$ cat src/rtl/sbf_pkg.sv
// ----------------------------------------------------------------------------
// sbf_pkg
// Request and operation codes, side-wall masks and the slot record that
// travels from the slot generator to the read-modify-write stage.
// ----------------------------------------------------------------------------
`default_nettype none

package sbf_pkg;

	// request codes
	localparam logic [2:0] REQ_BLIT   = 3'd0;
	localparam logic [2:0] REQ_PIX_WR = 3'd1;
	localparam logic [2:0] REQ_PIX_RD = 3'd2;
	localparam logic [2:0] REQ_CLEAR  = 3'd3;
	localparam logic [2:0] REQ_SCAN   = 3'd4;

	// operation codes
	localparam logic [2:0] OP_OR   = 3'd0;
	localparam logic [2:0] OP_XOR  = 3'd1;
	localparam logic [2:0] OP_SET  = 3'd2;
	localparam logic [2:0] OP_CLR  = 3'd3;
	localparam logic [2:0] OP_TEST = 3'd4;

	// extended side walls seen by rows above the top
	localparam logic [7:0] WALL_LEFT  = 8'b1000_0000;
	localparam logic [7:0] WALL_RIGHT = 8'b0001_0000;

	// leftmost pixel of a panel row
	localparam logic [7:0] PIX_MSB = 8'h80;

	// number of panel rows and blit part slots
	localparam int unsigned NUM_ROWS  = 32;
	localparam int unsigned BLIT_SLOTS = 16;

	// one unit of work for the memory stage
	typedef struct packed {
		logic       test;   // read the row and check it against part
		logic       wr;     // read the row, combine with part, write back
		logic       imm;    // collision decided without the frame
		logic       scan;   // read the row and send it to the driver side
		logic       last;   // final slot of the request
		logic [4:0] addr;   // panel*8 + row
		logic [7:0] part;
	} slot_t;

endpackage

`default_nettype wire

$ cat src/rtl/sprite_blit_framebuffer.sv
// ----------------------------------------------------------------------------
// sprite_blit_framebuffer
// 16x16 one-bit frame in a 32x8 synchronous memory (four 8x8 panels). Blits,
// pixel writes and queries, frame clear and a 32-row scan-out to the drivers.
// ----------------------------------------------------------------------------
// Flow: a blit walks 16 part slots, one per cycle, through the memory
// read-modify-write to the result strobe, and a collision hit ends it early;
// a pixel write or query makes one slot; clear and unknown requests give
// their strobe in the cycle after accept; scan-out gives one row beat per
// cycle for 32 rows. One request at a time: busy holds through a blit, a
// pixel access or a scan-out and stays low for clear and unknown requests.
// Reset: the frame reads as cleared; the results need no acknowledgment.
// ----------------------------------------------------------------------------
`default_nettype none

module sprite_blit_framebuffer (
	input  wire logic               clk,
	input  wire logic               arst_n,
	input  wire logic               start,
	output      logic               busy,
	input  wire logic [2:0]         req_type,
	input  wire logic [2:0]         op,
	input  wire logic signed [5:0]  x_pos,
	input  wire logic signed [5:0]  y_pos,
	input  wire logic [63:0]        sprite_bits,
	output      logic               strobe,
	output      logic               hit_bit,
	output      logic [1:0]         chip_index,
	output      logic [2:0]         chip_row,
	output      logic [7:0]         row_data,
	output      logic               last
);

	// sequencer states
	localparam logic [1:0] S_IDLE = 2'd0;
	localparam logic [1:0] S_RUN  = 2'd1;
	localparam logic [1:0] S_WAIT = 2'd2;

	logic [1:0]         state_q;
	logic [4:0]         cnt_q;
	logic [2:0]         req_q;
	logic [2:0]         op_q;
	logic signed [5:0]  x_q;
	logic signed [5:0]  y_q;
	logic [63:0]        bits_q;

	logic               accept;
	logic               go_run;
	logic               quick;

	// slot generator
	sbf_pkg::slot_t     slot_s1;
	logic [2:0]         row_i;
	logic               side;
	logic [7:0]         row_byte;
	logic [5:0]         shift_l;
	logic [15:0]        pair;
	logic [7:0]         part_b;
	logic [7:0]         wall;
	logic signed [6:0]  yi;
	logic               off_screen;

	// memory stage
	logic [7:0]         frame_mem [sbf_pkg::NUM_ROWS];
	logic [sbf_pkg::NUM_ROWS-1:0] vld_q;
	logic [7:0]         rd_data_s2;
	logic               rd_vld_s2;
	logic               s2_vld_q;
	sbf_pkg::slot_t     slot_s2;
	logic [7:0]         rd_byte;
	logic [7:0]         wr_data;
	logic [7:0]         mirrored;
	logic               wr_en;
	logic               hit_now;
	logic               finish;
	logic               emit;

	assign busy   = (state_q != S_IDLE);
	assign accept = start && !busy;

	// request decode at accept
	always_comb begin
		go_run = 1'b0;
		quick  = 1'b0;
		unique case (req_type) inside
			sbf_pkg::REQ_BLIT, sbf_pkg::REQ_PIX_WR, sbf_pkg::REQ_PIX_RD,
			sbf_pkg::REQ_SCAN: go_run = 1'b1;
			default:           quick  = 1'b1;
		endcase
	end

	// request latch
	always_ff @(posedge clk) begin
		if (accept) begin
			req_q  <= req_type;
			op_q   <= op;
			x_q    <= x_pos;
			y_q    <= y_pos;
			bits_q <= sprite_bits;
		end
	end

	// slot generation: blit walks 16 parts (row, then left/right side)
	always_comb begin
		slot_s1    = '0;
		row_i      = cnt_q[3:1];
		side       = cnt_q[0];
		row_byte   = 8'(bits_q >> {~row_i, 3'b000});
		shift_l    = 6'(~x_q + 6'd1);
		pair       = x_q[5] ? ({row_byte, 8'h00} << shift_l)
		                    : ({row_byte, 8'h00} >> $unsigned(x_q));
		part_b     = side ? pair[7:0] : pair[15:8];
		wall       = side ? sbf_pkg::WALL_RIGHT : sbf_pkg::WALL_LEFT;
		yi         = {y_q[5], y_q} + {4'b0000, row_i};
		off_screen = (x_q > 6'sd15) || (x_q < -6'sd7) || (y_q > 6'sd15) || (y_q < -6'sd7);
		unique case (req_q) inside
			sbf_pkg::REQ_BLIT: begin
				slot_s1.last = (cnt_q == 5'(sbf_pkg::BLIT_SLOTS - 1));
				slot_s1.part = part_b;
				slot_s1.addr = {side, yi[3:0]};
				if (part_b != 8'h00) begin
					if (op_q == sbf_pkg::OP_TEST) begin
						if (yi < 7'sd0) begin
							slot_s1.imm = |(part_b & wall);
						end else if (yi > 7'sd15) begin
							slot_s1.imm = 1'b1;
						end else begin
							slot_s1.test = 1'b1;
						end
					end else if (!off_screen && yi >= 7'sd0 && yi <= 7'sd15
						&& op_q <= sbf_pkg::OP_CLR) begin
						slot_s1.wr = 1'b1;
					end
				end
			end
			sbf_pkg::REQ_PIX_WR, sbf_pkg::REQ_PIX_RD: begin
				slot_s1.last = 1'b1;
				slot_s1.part = sbf_pkg::PIX_MSB >> x_q[2:0];
				slot_s1.addr = {x_q[3], y_q[3:0]};
				if (x_q[5:4] == 2'b00 && y_q[5:4] == 2'b00) begin
					if (req_q == sbf_pkg::REQ_PIX_RD) begin
						slot_s1.test = 1'b1;
					end else if (op_q == sbf_pkg::OP_OR || op_q == sbf_pkg::OP_XOR
						|| op_q == sbf_pkg::OP_CLR) begin
						slot_s1.wr = 1'b1;
					end
				end
			end
			sbf_pkg::REQ_SCAN: begin
				slot_s1.scan = 1'b1;
				slot_s1.addr = cnt_q;
				slot_s1.last = (cnt_q == 5'(sbf_pkg::NUM_ROWS - 1));
			end
			default: slot_s1 = '0;
		endcase
	end

	// frame memory, registered read; slots of one blit never share an
	// address, so the write-back never meets a read of the same row
	always_ff @(posedge clk) begin
		rd_data_s2 <= frame_mem[slot_s1.addr];
		if (wr_en) begin
			frame_mem[slot_s2.addr] <= wr_data;
		end
	end

	// per-row written marks, an unwritten row reads as zero
	always_ff @(posedge clk or negedge arst_n) begin
		if (!arst_n) begin
			vld_q     <= '0;
			rd_vld_s2 <= 1'b0;
		end else begin
			rd_vld_s2 <= vld_q[slot_s1.addr];
			if (accept && req_type == sbf_pkg::REQ_CLEAR) begin
				vld_q <= '0;
			end else if (wr_en) begin
				vld_q[slot_s2.addr] <= 1'b1;
			end
		end
	end

	// read-modify-write and test stage
	always_comb begin
		rd_byte = rd_vld_s2 ? rd_data_s2 : 8'h00;
		case (op_q)
			sbf_pkg::OP_OR:  wr_data = rd_byte | slot_s2.part;
			sbf_pkg::OP_XOR: wr_data = rd_byte ^ slot_s2.part;
			sbf_pkg::OP_SET: wr_data = slot_s2.part;
			default:         wr_data = rd_byte & ~slot_s2.part;
		endcase
		for (int b = 0; b < 8; b++) begin
			mirrored[b] = rd_byte[7-b];
		end
	end

	assign wr_en   = s2_vld_q && slot_s2.wr;
	assign hit_now = slot_s2.imm || (slot_s2.test && (|(rd_byte & slot_s2.part)));
	assign finish  = s2_vld_q && (slot_s2.last || hit_now);
	assign emit    = s2_vld_q && (slot_s2.scan || finish);

	// sequencer
	always_ff @(posedge clk or negedge arst_n) begin
		if (!arst_n) begin
			state_q  <= S_IDLE;
			cnt_q    <= '0;
			s2_vld_q <= 1'b0;
		end else begin
			s2_vld_q <= (state_q == S_RUN) && !finish;
			unique case (state_q)
				S_IDLE: begin
					cnt_q <= '0;
					if (accept && go_run) begin
						state_q <= S_RUN;
					end
				end
				S_RUN: begin
					cnt_q <= cnt_q + 5'd1;
					if (finish) begin
						state_q <= S_IDLE;
					end else if (slot_s1.last) begin
						state_q <= S_WAIT;
					end
				end
				S_WAIT: begin
					if (finish) begin
						state_q <= S_IDLE;
					end
				end
				default: state_q <= S_IDLE;
			endcase
		end
	end

	// slot pipeline register
	always_ff @(posedge clk) begin
		slot_s2 <= slot_s1;
	end

	// result beat register
	always_ff @(posedge clk or negedge arst_n) begin
		if (!arst_n) begin
			strobe     <= 1'b0;
			hit_bit    <= 1'b0;
			chip_index <= '0;
			chip_row   <= '0;
			row_data   <= '0;
			last       <= 1'b0;
		end else begin
			strobe     <= (accept && quick) || emit;
			hit_bit    <= 1'b0;
			chip_index <= '0;
			chip_row   <= '0;
			row_data   <= '0;
			last       <= 1'b0;
			if (accept && quick) begin
				last <= 1'b1;
			end else if (emit) begin
				last <= finish;
				if (slot_s2.scan) begin
					// panels 1 and 2 swap chips, rows flip, bits mirror
					chip_index <= {slot_s2.addr[3], slot_s2.addr[4]};
					chip_row   <= ~slot_s2.addr[2:0];
					row_data   <= mirrored;
				end else begin
					hit_bit <= hit_now;
				end
			end
		end
	end

endmodule

`default_nettype wire

$ cat config.mk
export PLATFORM = sky130hd
export DESIGN_NAME = sprite_blit_framebuffer
export DESIGN_NICKNAME = d
export VERILOG_FILES = /design/src/rtl/sbf_pkg.sv /design/src/rtl/sprite_blit_framebuffer.sv
export SDC_FILE = /design/constraint.sdc
export NUM_CORES = 1
export LEC_CHECK = 0
export BUFFER_PORTS_ARGS = -buffer_cell sky130_fd_sc_hd__buf_2
export CAP_MARGIN = 20
export CORE_ASPECT_RATIO = 0.75
export CORE_UTILIZATION = 44
export DETAILED_ROUTE_END_ITERATION = 8
export SLEW_MARGIN = 20
export SYNTH_ARGS = -nofsm -noshare
export SYNTH_HDL_FRONTEND = slang
export SYNTH_SLANG_ARGS = --single-unit
$ cat constraint.sdc
create_clock -name clk -period 6.2 [get_ports clk]
set_clock_uncertainty 0.15 [all_clocks]
set_input_delay 1.24 -clock clk [delete_from_list [all_inputs] [get_ports clk]]
set_output_delay 1.24 -clock clk [all_outputs]
set_load 0.02 [all_outputs]
==> results of run 1 <==
==> flip-flops by register name (all words and copies together) (netlist names) <==
| register | cells |
|---|---|
| frame_mem | 256 |
| chip_row | 3 |
| chip_index | 2 |
| last | 1 |
| bits_q | 64 |
| op_q | 3 |
| x_q | 6 |
| y_q | 6 |
| s2_vld_q | 1 |
| req_q | 3 |
| hit_bit | 1 |
| slot_s2 | 18 |
| rd_vld_s2 | 1 |
| state_q | 2 |
| row_data | 8 |
| strobe | 1 |
| cnt_q | 5 |
| rd_data_s2 | 8 |
| vld_q | 32 |
==> critical path, stage by stage, from the launching register on <==
cell and delay [ps]:
dfrtp_1 580, inv_1 120, fa_1 480, nor3_1 140, a21oi_1 80, o21a_4 220
inv_4 670, nand2_1 110, and3_1 210, a311oi_1 280, a311oi_1 100, a211oi_1 750
or4_1 230
==> per-stage QoR <==
| step | worst slack [ps] | util | hold slack (ps) |
|---|---|---|---|
| after floorplan | 1520 | - | 252 |
| after global placement | 2060 | 0.473 | 303 |
| after detailed placement | 2020 | 0.473 | 290 |
| after CTS | 2010 | 0.510 | 314 |
| after global routing | 1720 | 0.510 | 352 |
| final | 1990 | 0.510 | 317 |
==> worst max-delay path by stage <==
stage	endpoint
after global placement	rd_data_s2[5]$_DFF_P_
after floorplan	chip_index[0]$_DFF_PN0_
after detailed placement	rd_data_s2[7]$_DFF_P_
final	rd_data_s2[5]$_DFF_P_
after global routing	rd_vld_s2$_DFF_PN0_
after CTS	rd_data_s2[7]$_DFF_P_
==> layout make-up <==
class                   instances  area, um2  area share
repair buffers                123        683      0.0326
inverters                      39        149     0.00711
flip-flops and latches        421      12100       0.578
well taps                     561        702      0.0335
diodes                          1       2.50    0.000119
multi-input cells             983       5790       0.277
clock buffers                  56       1160      0.0552
clock inverters                24        363      0.0173
==> logic make-up (layout without fill, tap and decap cells) <==
logic type | after synthesis | in the layout | share of synthesized area
XOR/XNOR | 5 | 5 | 0.00278
buffers and inverters | 128 | 242 | 0.0332
adder cells (fa/ha/maj) | 37 | 37 | 0.0254
AO/OA/AOI/OAI | 257 | 257 | 0.100
multiplexers | 51 | 51 | 0.0317
flip-flops | 421 | 421 | 0.656
other | 0 | 1 | 0
AND/OR/NAND/NOR | 633 | 633 | 0.151
==> per-layer routing <==
metal,track usage,wire length (um),up-vias
met4,0.0577,952,0
met3,0.0539,4250,67
li1,-,-,5819
met2,0.328,20800,496
met5,0,0,-
met1,0.364,23600,6319
==> power breakdown <==
part	switching, uW	total [uW]	internal [uW]
registers	168	3660	3490
logic	1680	2350	676
clock network	1100	2790	1700
==> cell usage after synthesis, drive strengths merged, types with 4 or more instances <==
master	n	area, um2
nor4	6	37.5
inv	38	145
a31oi	12	75.1
nand4b	4	35.0
buf	49	313
o22ai	19	119
nand4	8	50.1
nand3	101	510
and2	5	31.3
a311oi	43	377
edfxtp	338	10100
clkbuf	40	150
o21ai	34	170
and3	33	206
a22oi	29	228
nand2b	4	25.0
a21o	7	52.6
o21a	37	285
o32ai	4	35.0
nor2	84	318
a211oi	11	82.6
or4	9	67.6
nand2	344	1290
a21oi	29	145
ha	35	438
nor3	15	80.1
nor2b	8	52.6
or3	6	37.5
mux4	6	135
dfrtp	57	1430
dfxtp	26	521
mux2i	45	450
==> flow_summary.toml, run 1 <==
[hold_path]
min_path_cells = 1
worstHoldStart = "slot_s2[14]$_DFF_P_"
holdPathEnd = "hit_bit$_DFF_PN0_"
hp-class = "reg -> reg"

[drt]
antenna_left = 0
drt_pass1_iterations = 6
num_vias = 12700
vias_per_cell = 5.75
post-route-drc-count = 0
wl_per_cell_um = 22.5
first_iter_violations = 1431
drt_wl_total_mm = 49.6

[timing]
setup_viol = 0
fin_crit_sh = 0.679
drv_slew = 0
clock.fmax_mhz = 238
max_slew_margin = 0.272
rsz0062_at_grt = "no"
worst_slew_pin_slew_ps = 1090
min_period_ps = 4210
hold_viol = 0
tns_ps = 0

[placed_design]
placed_area_um2 = 19400
dpl.hpwl_mm = 32.0
placedCellCount = 2127
portBuffers = 101
routabilityCongestion = 0.991

[clocking]
cts_setup_buffers = 0
cts_made_buffers = 43
worstSkewPairLatency_ps = 570
path_clk_slew_ps = 60
clockBufferDepth = 3
cts-root-buf = "clkbuf_16"
post_cts_resized = 0
hold_buffers = 0
cts.sinks = 421
cts_tree = "built"
htree_levels = 2

[global_route]
antenna_found_initial = 0
gr-total-overflow = 0
grt_pass1_vias = 12000
groute.usage.overall = 0.234
grt_max_degree = 84
grt_pass1_wl_mm = 74.7

[final_layout]
final_common_cell = "nand2_1"
fin_nets = 1732
drive_above_1_share = 0.134
nFillCells = 3582
final_cell_mix = "nand2_1, edfxtp_1, buf_2"
post_layout_nonfiller_instances = 2208
area_growth_pct = 13.5
stdcell_area_um2 = 20900

[status]
run_status = "finished, final reports clean"

[logic_synthesis]
ys_types = 75
yosysWarnings = 0
ys_ff_latch = 421
postSynthCellCount = 1532
yosys_most_used_dff = "edfxtp_1"
synth-seq-area-share = 0.656
syn_area_um2 = 18400
synth_edf_count = 338
syn_area_per_cell_um2 = 12.0
syn-num-nets = 1653
synthArstFlopShare = 0.135

[critical_path]
crit_arrival_ps = 4570
r2r_start = "cnt_q[2]$_DFFE_PN0P_"
worstPathMaxFanout = 83
r2r_slack_ps = 1990
crit_path_start_kind = "flip-flop"
critPathKind = "reg -> reg"
ff2ff_path_depth = 12
startpoint = "cnt_q[2]$_DFFE_PN0P_"
worstPathRequired_ps = 6560
cp-end-kind = "flip-flop"
r2r-end = "rd_data_s2[5]$_DFF_P_"

[die]
io_pins = 102
core_area_um2 = 41100
rows = 64
die_w_um = 238
initial_core_util = 0.449
die_area_um2 = 42800
die_h_um = 179

[pwr]
vdd_drop_max_mv = 0.236
leakagePower_uw = 0.00781
power_uw = 8810
powerDensity_nw_per_um2 = 421

[flow_run]
maxCapViolations = 0
Power figures use the tool's default switching activity.
==> run 2, diff against run 1 <==
==> constraint.sdc (replaced) <==
create_clock -name clk -period 3.9 [get_ports clk]
set_clock_uncertainty 0.15 [all_clocks]
set_input_delay 0.78 -clock clk [delete_from_list [all_inputs] [get_ports clk]]
set_output_delay 0.78 -clock clk [all_outputs]
set_load 0.02 [all_outputs]
==> run 2 against run 1 <==
- die area unchanged
- final area increased by 0.62%
- final cell count increased by 1.1%
- combinational power up 66%
- flip-flop and latch count unchanged
- worst hold slack lost 93 ps
==> flow_summary.toml, run 2 (synthesized netlist as in run 1, its figures left out) <==
[critical_path]
critPathBufInv = 3
critPathKind = "reg -> reg"
worstPathRequired_ps = 4170
r2r-end = "rd_data_s2[4]$_DFF_P_"
path_depth = 12
slowest_stage = "or4_1"
ff2ff_path_depth = 12
crit_path_start_kind = "flip-flop"
cp_top_family = "compound AO/OA/AOI/OAI gates"
crit_chain = "inv_1 > fa_1 > xnor2_1 > o211ai_1 > a21oi_1 > a21oi_4 > inv_2 > buf_4 > a311oi_1 > a31oi_1 > a211oi_2 > or4_1"
r2r_start = "cnt_q[2]$_DFFE_PN0P_"
cp-end-kind = "flip-flop"
crit_arrival_ps = 3890
r2r_slack_ps = 280
worstPathMaxFanout = 28
max_stage_delay_ps = 560

[global_route]
gr-total-overflow = 0
grt_pass1_wl_mm = 73.8
grt_max_degree = 85
antenna_found_initial = 1
grt_pass1_vias = 11900
grt_busiest_layer = "met1"
use_met1 = 0.354
met2_usage = 0.335
groute.usage.overall = 0.232
use_met3 = 0.0543

[placed_design]
dpl.hpwl_mm = 32.0
portBuffers = 101
routabilityCongestion = 0.926

[clocking]
cts.sinks = 421
cts-root-buf = "clkbuf_16"
cts_tree = "built"
clockBufferDepth = 3
cts_made_buffers = 42
worstSkewPairLatency_ps = 560
path_clk_slew_ps = 60
htree_levels = 2

[timing]
setup_viol = 0
rsz0062_at_grt = "no"
max_slew_margin = 0.322
tns_ps = 0
hold_viol = 0
min_period_ps = 3620
clock.fmax_mhz = 277
worst_slew_pin_slew_ps = 1010
fin_crit_sh = 0.927
drv_slew = 0

[final_layout]
final_common_cell = "nand2_1"
finish.utilization = 0.513
nFillCells = 3605
multi_input_comb_area_um2 = 5800
regArea_um2 = 12100
final_cell_mix = "nand2_1, edfxtp_1, buf_2"
fin_nets = 1759
area_growth_pct = 14.3
drive_above_1_share = 0.147
largest-register = "frame_mem"
largest_reg_flops = 256
n_antenna_cell = 0
top_regs = "frame_mem: 256 flops, bits_q: 64 flops, vld_q: 32 flops"

[drt]
vias_per_cell = 5.63
num_vias = 12600
antenna_left = 0
first_iter_violations = 1401
post-route-drc-count = 0
wl_per_cell_um = 21.9
drt_wl_total_mm = 48.8
drt_pass1_iterations = 7

[die]
die_h_um = 179
initial_core_util = 0.449
die_w_um = 238
core_area_um2 = 41100
rows = 64
io_pins = 102
die_area_um2 = 42800

[pwr]
seqPwrFrac = 0.424
power_uw = 13700
p_clk_frac = 0.290
swShare = 0.341
p_comb_frac = 0.285
switchingPower_uw = 4650
intPower_uw = 9010
leakagePower_uw = 0.00791
vdd_drop_max_mv = 0.328
powerDensity_nw_per_um2 = 648

[flow_run]
maxCapViolations = 0

[status]
run_status = "finished, final reports clean"

[hold_path]
hp-class = "in -> async"
[run 2: cell count changes in the layout (fill, tap and decap cells not counted), moves of 2 or more]
| cell | before | now |
|---|---|---|
| a211oi_1 | 11 | 9 |
| a211oi_2 | 0 | 2 |
| buf_12 | 1 | 9 |
| buf_4 | 21 | 41 |
| bufinv_16 | 9 | 2 |
| clkbuf_8 | 1 | 4 |
| clkinv_1 | 6 | 8 |
| clkinv_2 | 5 | 9 |
[run 2: metrics by stage]
step / cells / instance area, um2 / setup WS [ps] / hold slack (ps)
finish: 2233 / 21100 / 284 / 224
detailed placement: 2155 / 19700 / 180 / 285
global placement: 2155 / 19700 / 177 / 282
CTS: 2233 / 21100 / 159 / 223
floorplan: 1532 / 18500 / 628 / 252
global route: 2233 / 21100 / 46.7 / 224
[run 2: power groups by stage]
stage	Combinational, uW	Clock (uW)	Sequential, uW
global placement	3810	0	5870
finish	3890	3970	5790
CTS	3840	4050	5790
global route	4220	4200	5830
detailed placement	3820	0	5880
floorplan	2520	0	5770
[run 2: worst reg2reg max path, stage by stage (launching register included)]
cell	delay (ps)
dfrtp_1	540
inv_1	110
fa_1	460
xnor2_1	170
o211ai_1	100
a21oi_1	230
a21oi_4	70
inv_2	100
buf_4	330
a311oi_1	120
a31oi_1	350
a211oi_2	190
or4_1	560
[run 2: worst max path at each step]
stage                                    to                   start  slack, ps
floorplan           chip_index[0]$_DFF_PN0_  state_q[1]$_DFFE_PN0P_        630
global placement      rd_data_s2[0]$_DFF_P_    cnt_q[1]$_DFFE_PN0P_        180
detailed placement    rd_data_s2[0]$_DFF_P_        y_q[0]$_DFFE_PP_        180
CTS                   rd_data_s2[0]$_DFF_P_        y_q[0]$_DFFE_PP_        160
global route          rd_data_s2[4]$_DFF_P_    cnt_q[2]$_DFFE_PN0P_         50
finish                rd_data_s2[4]$_DFF_P_    cnt_q[2]$_DFFE_PN0P_        280
[run 2: layout make-up]
type,instances,share of cell area
Sequential cell,421,0.574
Inverter,39,0.00706
Multi-Input combinational cell,983,0.275
Clock inverter,21,0.00796
Tap cell,561,0.0333
Clock buffer,57,0.0555
Timing Repair Buffer,151,0.0471
[run 2: layer usage]
layer | part of all wire | wire [um] | vias to the layer above
met5 | 0 | 0 | -
met4 | 0.014 | 692 | 0
met3 | 0.083 | 4070 | 53
met2 | 0.42 | 20600 | 459
met1 | 0.48 | 23400 | 6200
li1 | - | - | 5859
[run 2: what timing repair did]
action / 4_1_cts / 5_1_grt
resized for setup: 0 / 2
endpoints found under the setup margin: 0 / 2
hold buffers: 0 / 0
buffers inserted: 0 / 0
==> run 3, diff against run 2 <==
--- a/config.mk
+++ b/config.mk
@@ -8,8 +8,9 @@
 export BUFFER_PORTS_ARGS = -buffer_cell sky130_fd_sc_hd__buf_2
 export CAP_MARGIN = 20
 export CORE_ASPECT_RATIO = 0.75
-export CORE_UTILIZATION = 44
+export CORE_UTILIZATION = 55
 export DETAILED_ROUTE_END_ITERATION = 8
+export PLACE_DENSITY = 0.77
 export SLEW_MARGIN = 20
 export SYNTH_ARGS = -nofsm -noshare
 export SYNTH_HDL_FRONTEND = slang
==> run 3 against run 2 <==
- first-iteration DRC count up 18%
- final area shrank 1.2%
- utilization grew 12 points
- setup slack lost 160 ps
==> flow_summary.toml, run 3 (synthesized netlist as in run 1, its figures left out) <==
[global_route]
gr-total-overflow = 0
grt_max_degree = 85
antenna_found_initial = 1
groute.usage.overall = 0.277
grt_pass1_vias = 12200
grt_pass1_wl_mm = 71.5

[hold_path]
hp-class = "in -> async"

[flow_run]
maxCapViolations = 0

[timing]
max_slew_margin = 0.250
holdWs_ps = 119
fin_crit_sh = 0.968
setup_viol = 0
tns_ps = 0
min_period_ps = 3780
clock.fmax_mhz = 265
hold_viol = 0
rsz0062_at_grt = "no"
drv_slew = 0
worst_slew_pin_slew_ps = 1120

[drt]
first_iter_violations = 1653
antenna_left = 0
drt_wl_total_mm = 46.8
post-route-drc-count = 0
num_vias = 12900
vias_per_cell = 6.13
drt_pass1_iterations = 5
wl_per_cell_um = 22.2

[final_layout]
n_antenna_cell = 0
drive_above_1_share = 0.143
finish.utilization = 0.637
multi_input_comb_area_um2 = 5810
nFillCells = 2506
regArea_um2 = 12100
stdcell_area_um2 = 20800
area_growth_pct = 12.8
final_cell_mix = "nand2_1, edfxtp_1, nand3_1, buf_2, nor2_1"
final_common_cell = "nand2_1"
largest_reg_flops = 256
fin_nets = 1752
top_regs = "frame_mem: 256 flops, bits_q: 64 flops, vld_q: 32 flops"
largest-register = "frame_mem"

[critical_path]
worstPathRequired_ps = 4230
r2r_start = "req_q[1]$_DFFE_PP_"
r2r_slack_ps = 120
slowest_stage = "a311oi_1"
crit_chain = "nor3_2 > ha_1 > a21oi_1 > nor2_1 > a221oi_1 > o21ai_1 > buf_4 > nand2_1 > a311oi_1 > or4_1"
worstPathMaxFanout = 13
critPathKind = "reg -> reg"
r2r-end = "rd_vld_s2$_DFF_PN0_"
crit_path_start_kind = "flip-flop"
max_stage_delay_ps = 830
ff2ff_path_depth = 10
crit_arrival_ps = 4110
cp-end-kind = "flip-flop"

[clocking]
cts_tree = "built"
cts-root-buf = "clkbuf_16"
cts_made_buffers = 41
worstSkewPairLatency_ps = 550
clockBufferDepth = 3
hold_buffers = 0
path_clk_slew_ps = 60
cts.sinks = 421
cts_setup_buffers = 0
htree_levels = 2

[placed_design]
routabilityCongestion = 0.937
portBuffers = 101
dpl.hpwl_mm = 31.2
placed_area_um2 = 19500

[status]
run_status = "finished, final reports clean"

[pwr]
power_uw = 13400
vdd_drop_max_mv = 0.316
leakagePower_uw = 0.00783
powerDensity_nw_per_um2 = 646

[die]
core_area_um2 = 32700
die_h_um = 161
rows = 57
die_w_um = 213
io_pins = 102
initial_core_util = 0.565
die_area_um2 = 34300
[run 3: cell types whose count changed in the layout (fill, tap and decap cells not counted), sizes merged]
| cell | previous run | this run |
|---|---|---|
| clkinv | 17 | 14 |
| inv | 40 | 38 |
| clkbuf | 57 | 58 |
| clkinvlp | 1 | 2 |
| buf | 151 | 145 |
[run 3: worst max-delay path by stage]
stage,startpoint,end,slack (ps)
floorplan,state_q[1]$_DFFE_PN0P_,chip_index[0]$_DFF_PN0_,630
detailed placement,cnt_q[2]$_DFFE_PN0P_,rd_data_s2[4]$_DFF_P_,170
global route,cnt_q[2]$_DFFE_PN0P_,rd_data_s2[5]$_DFF_P_,40
finish,req_q[1]$_DFFE_PP_,rd_vld_s2$_DFF_PN0_,120
global placement,cnt_q[2]$_DFFE_PN0P_,rd_data_s2[4]$_DFF_P_,270
CTS,cnt_q[2]$_DFFE_PN0P_,rd_data_s2[4]$_DFF_P_,150
[run 3: stage by stage]
| stage | instances | worst slack, ps |
|---|---|---|
| after floorplan | 1532 | 628 |
| after global placement | 2030 | 271 |
| after detailed placement | 2030 | 168 |
| after CTS | 2105 | 152 |
| after global routing | 2105 | 37.4 |
| final | 2105 | 124 |
[run 3: timing repair]
action	CTS	global route
hold endpoints to repair	0	0
gates resized for setup	0	2
setup endpoints to repair	0	2
[run 3: critical path: cells and delay by family, from the launching register on]
| kind | cells | cell delay (ps) |
|---|---|---|
| AND/OR/NAND/NOR | 4 | 1100 |
| flip-flops | 1 | 630 |
| AO/OA/AOI/OAI | 4 | 1280 |
| buffers and inverters | 1 | 230 |
| adder cells (fa/ha/maj) | 1 | 300 |
[run 3: metal layers]
layer / GRT usage / vias up / part of all wire
met4: 0.0698 / 2 / 0.022
met5: 0.0201 / - / 0.0018
met2: 0.387 / 711 / 0.43
met3: 0.0790 / 87 / 0.12
met1: 0.422 / 6262 / 0.43
li1: - / 5837 / -
[run 3: cell type report]
class	instances	share of cell area
clock inverter	17	0.00691
clock buffer	58	0.0558
sequential	421	0.581
multi-input combinational	983	0.279
timing repair buffer	145	0.0433
inverter	39	0.00715
tap	442	0.0266
[run 3: report_power, final]
part	switching, uW	internal [uW]	leakage [uW]
logic	2580	1170	0.00308
clock network	1680	2210	0.000635
registers	256	5550	0.00412
total	4510	8930	0.00783
